<file path="src/hdl/cse_pkg.sv">
// Shared types and constants for the CAN signal extractor and scaler.
// No dependencies; imported by every module of the block.
`default_nettype none

package cse_pkg;

    localparam int CFG_ADDR_W = 6;
    localparam int CFG_DATA_W = 64;

    // Register slot, taken from paddr[5:3]
    typedef enum logic [2:0] {
        REG_START_POS = 3'd0,
        REG_BIT_LEN   = 3'd1,
        REG_INTEL     = 3'd2,
        REG_SIGNED    = 3'd3,
        REG_FACTOR    = 3'd4,
        REG_OFFSET    = 3'd5
    } reg_idx_t;

    typedef struct packed {
        logic [5:0]         start_position;
        logic [6:0]         bit_length;
        logic               intel_order;
        logic               signed_value;
        logic signed [31:0] scale_factor;
        logic signed [47:0] scale_offset;
    } cfg_t;

    localparam cfg_t CFG_RESET = '{
        start_position: 6'd0,
        bit_length:     7'd8,
        intel_order:    1'b1,
        signed_value:   1'b0,
        scale_factor:   32'sd65536,
        scale_offset:   48'sd0
    };

    localparam logic [63:0] SCALED_MAX = 64'h7FFF_FFFF_FFFF_FFFF;
    localparam logic [63:0] SCALED_MIN = 64'h8000_0000_0000_0000;

endpackage

`default_nettype wire

</file>
<file path="src/hdl/cse_regs.sv">
// APB-style configuration register file for the signal extractor.
// Depends on cse_pkg for the register map and the configuration struct.
`default_nettype none

module cse_regs
    import cse_pkg::*;
(
    input  wire logic                  clk,
    input  wire logic                  rst_n,
    input  wire logic                  psel,
    input  wire logic                  penable,
    input  wire logic                  pwrite,
    input  wire logic [CFG_ADDR_W-1:0] paddr,
    input  wire logic [CFG_DATA_W-1:0] pwdata,
    output logic      [CFG_DATA_W-1:0] prdata,
    output logic                       pready,
    output cfg_t                       cfg
);

    cfg_t     cfg_reg;
    cfg_t     cfg_next;
    reg_idx_t slot;
    logic     wr_en;

    assign slot   = reg_idx_t'(paddr[5:3]);
    assign wr_en  = psel && penable && pwrite;
    assign pready = 1'b1;
    assign cfg    = cfg_reg;

    // Update the addressed register; drop writes beyond the map
    always_comb
    begin
        cfg_next = cfg_reg;
        if (wr_en)
        begin
            case (slot)
                REG_START_POS: cfg_next.start_position = pwdata[5:0];
                REG_BIT_LEN:   cfg_next.bit_length     = pwdata[6:0];
                REG_INTEL:     cfg_next.intel_order    = pwdata[0];
                REG_SIGNED:    cfg_next.signed_value   = pwdata[0];
                REG_FACTOR:    cfg_next.scale_factor   = pwdata[31:0];
                REG_OFFSET:    cfg_next.scale_offset   = pwdata[47:0];
                default:       cfg_next = cfg_reg;
            endcase
        end
    end

    always_ff @(posedge clk or negedge rst_n)
    begin
        if (!rst_n)
        begin
            cfg_reg <= CFG_RESET;
        end
        else
        begin
            cfg_reg <= cfg_next;
        end
    end

    // Return the addressed register, zero extended
    always_comb
    begin
        case (slot)
            REG_START_POS: prdata = {58'd0, cfg_reg.start_position};
            REG_BIT_LEN:   prdata = {57'd0, cfg_reg.bit_length};
            REG_INTEL:     prdata = {63'd0, cfg_reg.intel_order};
            REG_SIGNED:    prdata = {63'd0, cfg_reg.signed_value};
            REG_FACTOR:    prdata = {32'd0, cfg_reg.scale_factor};
            REG_OFFSET:    prdata = {16'd0, cfg_reg.scale_offset};
            default:       prdata = '0;
        endcase
    end

endmodule

`default_nettype wire

</file>
<file path="config.mk">
export PLATFORM = sky130hd
export DESIGN_NAME = cse_regs
export DESIGN_NICKNAME = d
export VERILOG_FILES = /design/src/hdl/cse_pkg.sv /design/src/hdl/cse_regs.sv
export SDC_FILE = /design/constraint.sdc
export NUM_CORES = 1
export LEC_CHECK = 0
export BUFFER_PORTS_ARGS = -buffer_cell sky130_fd_sc_hd__buf_2
export CORE_ASPECT_RATIO = 1.4
export CORE_UTILIZATION = 48
export DETAILED_ROUTE_END_ITERATION = 6
export GPL_TIMING_DRIVEN = 0
export PLACE_DENSITY = 0.88
export RECOVER_POWER = 50
export SETUP_SLACK_MARGIN = 0.2
export SLEW_MARGIN = 15
export SYNTH_ARGS = -nofsm -noshare
export SYNTH_HDL_FRONTEND = slang
export SYNTH_SLANG_ARGS = --single-unit
</file>
<file path="constraint.sdc">
create_clock -name clk -period 3.6 [get_ports clk]
set_input_delay 0.36 -clock clk [delete_from_list [all_inputs] [get_ports clk]]
set_output_delay 0.36 -clock clk [all_outputs]
set_load 0.005 [all_outputs]
</file>
==> impl_metrics.yaml, run 1 <==
cts:
  cts_root_buf: "clkbuf_16"
  cts.sinks: 95
  ctsLongestPathBuffers: 2
  cts_inserted_buffers: 9
  clk_latency_ns: 0.33
  cts_setup_buffers: 0
  clkTransAtPathRegs_ns: 0.07
  cts_max_level: 3
  ctsResizeCount: 0
  cts_tree: "yes"
  hold_buffers: 0
synthesis:
  synth-xor-area-share: 0
  postSynthAreaPerCell_um2: 14.3
  synth_simple_gate_area_frac: 0.0550
  synth-compound-area-share: 0.0573
  synth_adder_area_share: 0
  syn_area_mm2: 0.00432
  synth_top_family_by_area: "multiplexers"
  netlist_instances: 303
  ys_ff_latch: 95
  ys_types: 26
  yosysWarningCount: 0
  synth_mux_area_frac: 0.281
  ys_seq_area_frac: 0.551
sta:
  worst_slew_pin_slew_ns: 2.44
  slew_viol_final: 44
  finalCriticalPeriod_ns: 2.33
  max-slew-margin-rel: -0.629
  post-route-period-util: 0.647
  fmax_mhz: 429
  hold_ws_ns: 0.250
  hold_viol: 0
  rsz0062_at_grt: "no"
  finalSetupViolCount: 0
  finalClockSkew_ns: 0
  fin_setup_tns_ns: 0
hold_path:
  min_to: "cfg[44]"
  worstHoldPathType: "in -> reg"
  min-delay-start: "pwdata[44]"
  whs_path_depth: 2
power:
  power.density_mw_per_mm2: 527
  total_power_mw: 3.05
  irDropWorstVdd_uv: 405
  p_leak_nw: 3.03
setup_path:
  crit_type: "in -> out"
  critical-path-top-delay-family: "buffers and inverters"
  crit_arrival_ns: 1.97
  crit_chain: "clkbuf_1 -> nand2_1 -> nor2_1 -> clkbuf_1 -> a22o_1 -> buf_2"
  slowest_stage: "clkbuf_1"
  critPathBufInv: 3
  crit_path_end_kind: "primary output"
  regToRegStartpoint: "cfg[89]"
  critical_path_peak_fanout: 10
  crit_top_cell: "clkbuf_1"
  reg2reg_depth: 1
  critPathRequiredTime_ns: 3.24
  rr_endpoint: "cfg[89]"
  cpPeakStageDelay_ns: 0.49
  startpoint_type: "input pin"
  rrSetupSlack_ns: 2.78
route:
  dr_total_vias: 3361
  drtIter0Drc: 113
  antenna_left: 0
  wl_per_cell_um: 17.2
  routed_wl_um: 11000
  vias_per_cell: 5.28
  dr.pass1.iters: 4
  drc_errors: 0
layout:
  area_delta_synth_final_pct: 33.7
  multi_input_area_mm2: 0.00176
  largest_reg_flops: 95
  fin_cells: 637
  antennaDiodeCount: 0
  fill_cells: 656
  layout.nets: 602
  seqCellArea_mm2: 0.00238
  layout-drive-gt1-share: 0.577
placement:
  portBuffers: 197
  dpl.cell_count: 621
  hpwlAfterDp_um: 8410
  gp_congestion: 0.880
die:
  die_area_mm2: 0.00939
  die_x_um: 82.2
  pin_count: 235
  core-area_mm2: 0.00866
  die_h_um: 114
  placementRows: 40
  initial_core_util: 0.499
run_status:
  violations: "max-capacitance violations, max-slew violations"
  status: "complete, but fails checks"
global_route:
  grtUsageTotal: 0.242
  grt_first_pass_wirelength_um: 16800
  overflow: 0
  grt_max_degree: 53
  antenna_found_initial: 0
  grt_pass1_vias: 3326
job:
  cap_viol_max_count: 1
-- placed cells by master (no fill, tap or decap), types with 2 or more instances in the layout --
cell type  count
clkbuf_1      43
nor2_1         5
mux2_1         7
clkinv_4       2
dfrtp_1       92
a21oi_1        3
nor2b_1        5
mux2_2        90
nand2_1        2
nand2b_1       2
dfstp_2        3
conb_1        17
clkbuf_16      9
a22o_1        25
and2_1        16
buf_2        167
buf_4         23
mux4_2         5
-- synth_stat cells (all sizes together) --
master  count  area share
a211o       1      0.0020
nor3        1      0.0012
nor2b       5      0.0072
dfstp       3       0.018
nor3b       1      0.0017
nor2        6      0.0070
and2       16       0.023
nand4b      1      0.0055
mux4        5       0.026
nand2       2      0.0017
o21ai       1      0.0012
or3         1      0.0014
nand3b      1      0.0017
mux2       97        0.25
mux2i       1      0.0023
nand4       1      0.0014
nand2b      2      0.0029
conb        2      0.0017
clkbuf      5      0.0043
dfrtp      92        0.53
a22o       25       0.051
a21oi       3      0.0035
buf        31       0.049
-- power by group --
group	internal, mW	total (mW)	switching (mW)
clock	0.561	0.964	0.403
combinational	0.375	0.636	0.261
sequential	1.28	1.45	0.163
-- cell type report --
cell class,count,area share
Clock inverter,6,0.0119
Buffer,36,0.0396
Tap cell,105,0.0227
Multi-Input combinational cell,187,0.305
Sequential cell,95,0.412
Timing Repair Buffer,198,0.168
Clock buffer,10,0.0414
-- stage by stage --
| step | util | setup slack (ns) | instance area, µm² |
|---|---|---|---|
| CTS | 0.674 | 1.35 | 5830 |
| global route | 0.667 | 0.964 | 5780 |
| global placement | 0.635 | 1.36 | 5490 |
| floorplan | - | 1.86 | 4380 |
| detailed placement | 0.638 | 1.36 | 5520 |
| finish | 0.667 | 1.27 | 5780 |
-- per-layer routing --
layer	GRT usage	part of all wire	up-vias
met5	0	0	-
met4	0.140	0.029	0
met3	0.0367	0.047	21
met2	0.424	0.55	143
met1	0.272	0.38	1689
li1	-	-	1508
-- logic make-up (layout without fill, tap and decap cells) --
| kind of cell | after synthesis | in the layout |
|---|---|---|
| muxes | 103 | 103 |
| DFF | 95 | 95 |
| and+or+nand+nor | 37 | 37 |
| buffers and inverters | 36 | 250 |
| AOI/OAI and AO/OA | 30 | 30 |
| other | 2 | 17 |
-- worst max-delay path by stage --
stage | endpoint | from | cells past startpoint | slack [ns]
2_1_floorplan | prdata[1] | paddr[3] | 4 | 1.86
3_3_place_gp | cfg[17] | rst_n | 1 | 1.36
3_5_place_dp | prdata[29] | paddr[3] | 6 | 1.36
4_1_cts | prdata[29] | paddr[3] | 6 | 1.35
5_1_grt | cfg[27] | rst_n | 1 | 0.96
6_report | prdata[30] | paddr[3] | 6 | 1.27
Note: power is estimated with default switching activity, not from simulation.
==> run 2, diff against run 1 <==
CORE_UTILIZATION = 41   (was 48)
PLACE_DENSITY = 0.8   (was 0.88)
clock period = 2.1 ns   (was 3.6 ns; I/O delays follow)
==> impl_metrics.yaml, run 2 (synthesis gave the netlist of run 1 again) <==
layout:
  fin_cells: 670
  fill_cells: 915
  mostFrequentLayoutCells: "buf_2 (153), dfrtp_1 (92), mux2_2 (90), clkbuf_1 (56), a22o_1 (25)"
  layout-drive-gt1-share: 0.543
  largest_reg_flops: 95
  area_delta_synth_final_pct: 33.4
  final_area_mm2: 0.00577
  layout.nets: 603
  final_util: 0.560
  final_common_cell: "buf_2"
  antennaDiodeCount: 0
hold_path:
  worstHoldPathType: "in -> reg"
  min-delay-start: "pwdata[40]"
  whs_path_depth: 2
sta:
  fmax_mhz: 570
  max-slew-margin-rel: 0.0584
  rsz0062_at_grt: "no"
  setup_ws_ns: 0.345
  worst_slew_pin_slew_ns: 1.41
  slew_viol_final: 0
  hold_ws_ns: 0.102
  finalClockSkew_ns: 0
  fin_setup_tns_ns: 0
  finalSetupViolCount: 0
  post-route-period-util: 0.836
  finalCriticalPeriod_ns: 1.75
  hold_viol: 0
cts:
  cts_tree: "yes"
  ctsLongestPathBuffers: 2
  clk_latency_ns: 0.33
  cts_max_level: 3
  cts_root_buf: "clkbuf_16"
  cts.sinks: 95
  cts_inserted_buffers: 9
  clkTransAtPathRegs_ns: 0.06
placement:
  gp_congestion: 0.756
  dpl-instance-area_mm2: 0.00556
  pre_cts_ws_ns: 0.130
  dpl.cell_count: 654
  portBuffers: 197
  hpwlAfterDp_um: 8300
route:
  vias_per_cell: 4.91
  drtIter0Drc: 71
  routed_wl_um: 10800
  dr.pass1.iters: 4
  wl_per_cell_um: 16.1
  drc_errors: 0
  antenna_left: 0
  dr_total_vias: 3291
global_route:
  overflow: 0
  antenna_found_initial: 0
  grt_first_pass_wirelength_um: 15900
  grt_pass1_vias: 3176
  grtUsageTotal: 0.197
  grt_max_degree: 57
die:
  placementRows: 44
  pin_count: 235
  die_h_um: 123
  core-area_mm2: 0.0103
  initial_core_util: 0.420
  die_x_um: 88.8
  die_area_mm2: 0.0110
setup_path:
  critPathLaunch: "paddr[3]"
  reg2reg_depth: 1
  crit_type: "in -> out"
  critPathRequiredTime_ns: 1.89
  critical_path_peak_fanout: 10
  crit_path_end_kind: "primary output"
  regToRegStartpoint: "cfg[90]"
  crit_arrival_ns: 1.54
  startpoint_type: "input pin"
power:
  irDropWorstVdd_uv: 561
  total_power_mw: 5.09
  power.density_mw_per_mm2: 883
  p_leak_nw: 2.96
run_status:
  status: "complete, no violations"
job:
  cap_viol_max_count: 0
## run 2: cell types whose count changed in the layout (fill, tap and decap cells not counted), moves of 2 or more
cell | previous run | this run
buf_2 | 167 | 153
clkbuf_1 | 43 | 56
clkbuf_2 | 0 | 3
clkinv_4 | 2 | 0
dfstp_1 | 0 | 2
dfstp_2 | 3 | 1
## run 2: timing repair
action / in CTS / in global routing
endpoints found under the setup margin: 20 / 0
resized for setup: 2 / 0
hold buffers: 1 / 0
hold endpoints to repair: 53 / 0
setup buffers: 0 / 0
## run 2: critical path, stage by stage
cell,delay (ns)
buf_2,0.18
nand2_1,0.09
nor2_1,0.39
clkbuf_2,0.38
a22o_1,0.18
buf_2,0.11
## run 2: final timing paths
kind / end / slack [ns]
max: prdata[7] / 0.35
min: cfg[40] / 0.10
max reg2reg: cfg[90] / 1.27
min reg2reg: cfg[89] / 0.51
max in group asynchronous: cfg[64] / 0.41
min in group asynchronous: cfg[47] / 0.75
## run 2: power by group
group          switching (mW)  internal [mW]  leakage, nW
sequential              0.265           2.20         1.21
clock                   0.647          0.918        0.129
combinational           0.437          0.629         1.62
total                    1.35           3.74         2.96
## run 2: cell type report
type,instances,area [µm²],share of cell area
multi-input cells,187,1740,0.303
repair buffers,199,955,0.166
plain buffers,36,231,0.0401
well taps,138,173,0.0299
clock buffers,12,236,0.0410
clock inverters,3,45.0,0.00781
flip-flops and latches,95,2380,0.413
## run 2: routing by layer
metal,share of wire,track usage
met5,0,0
met4,0.020,0.0827
met2,0.53,0.347
met1,0.40,0.229
met3,0.055,0.0401
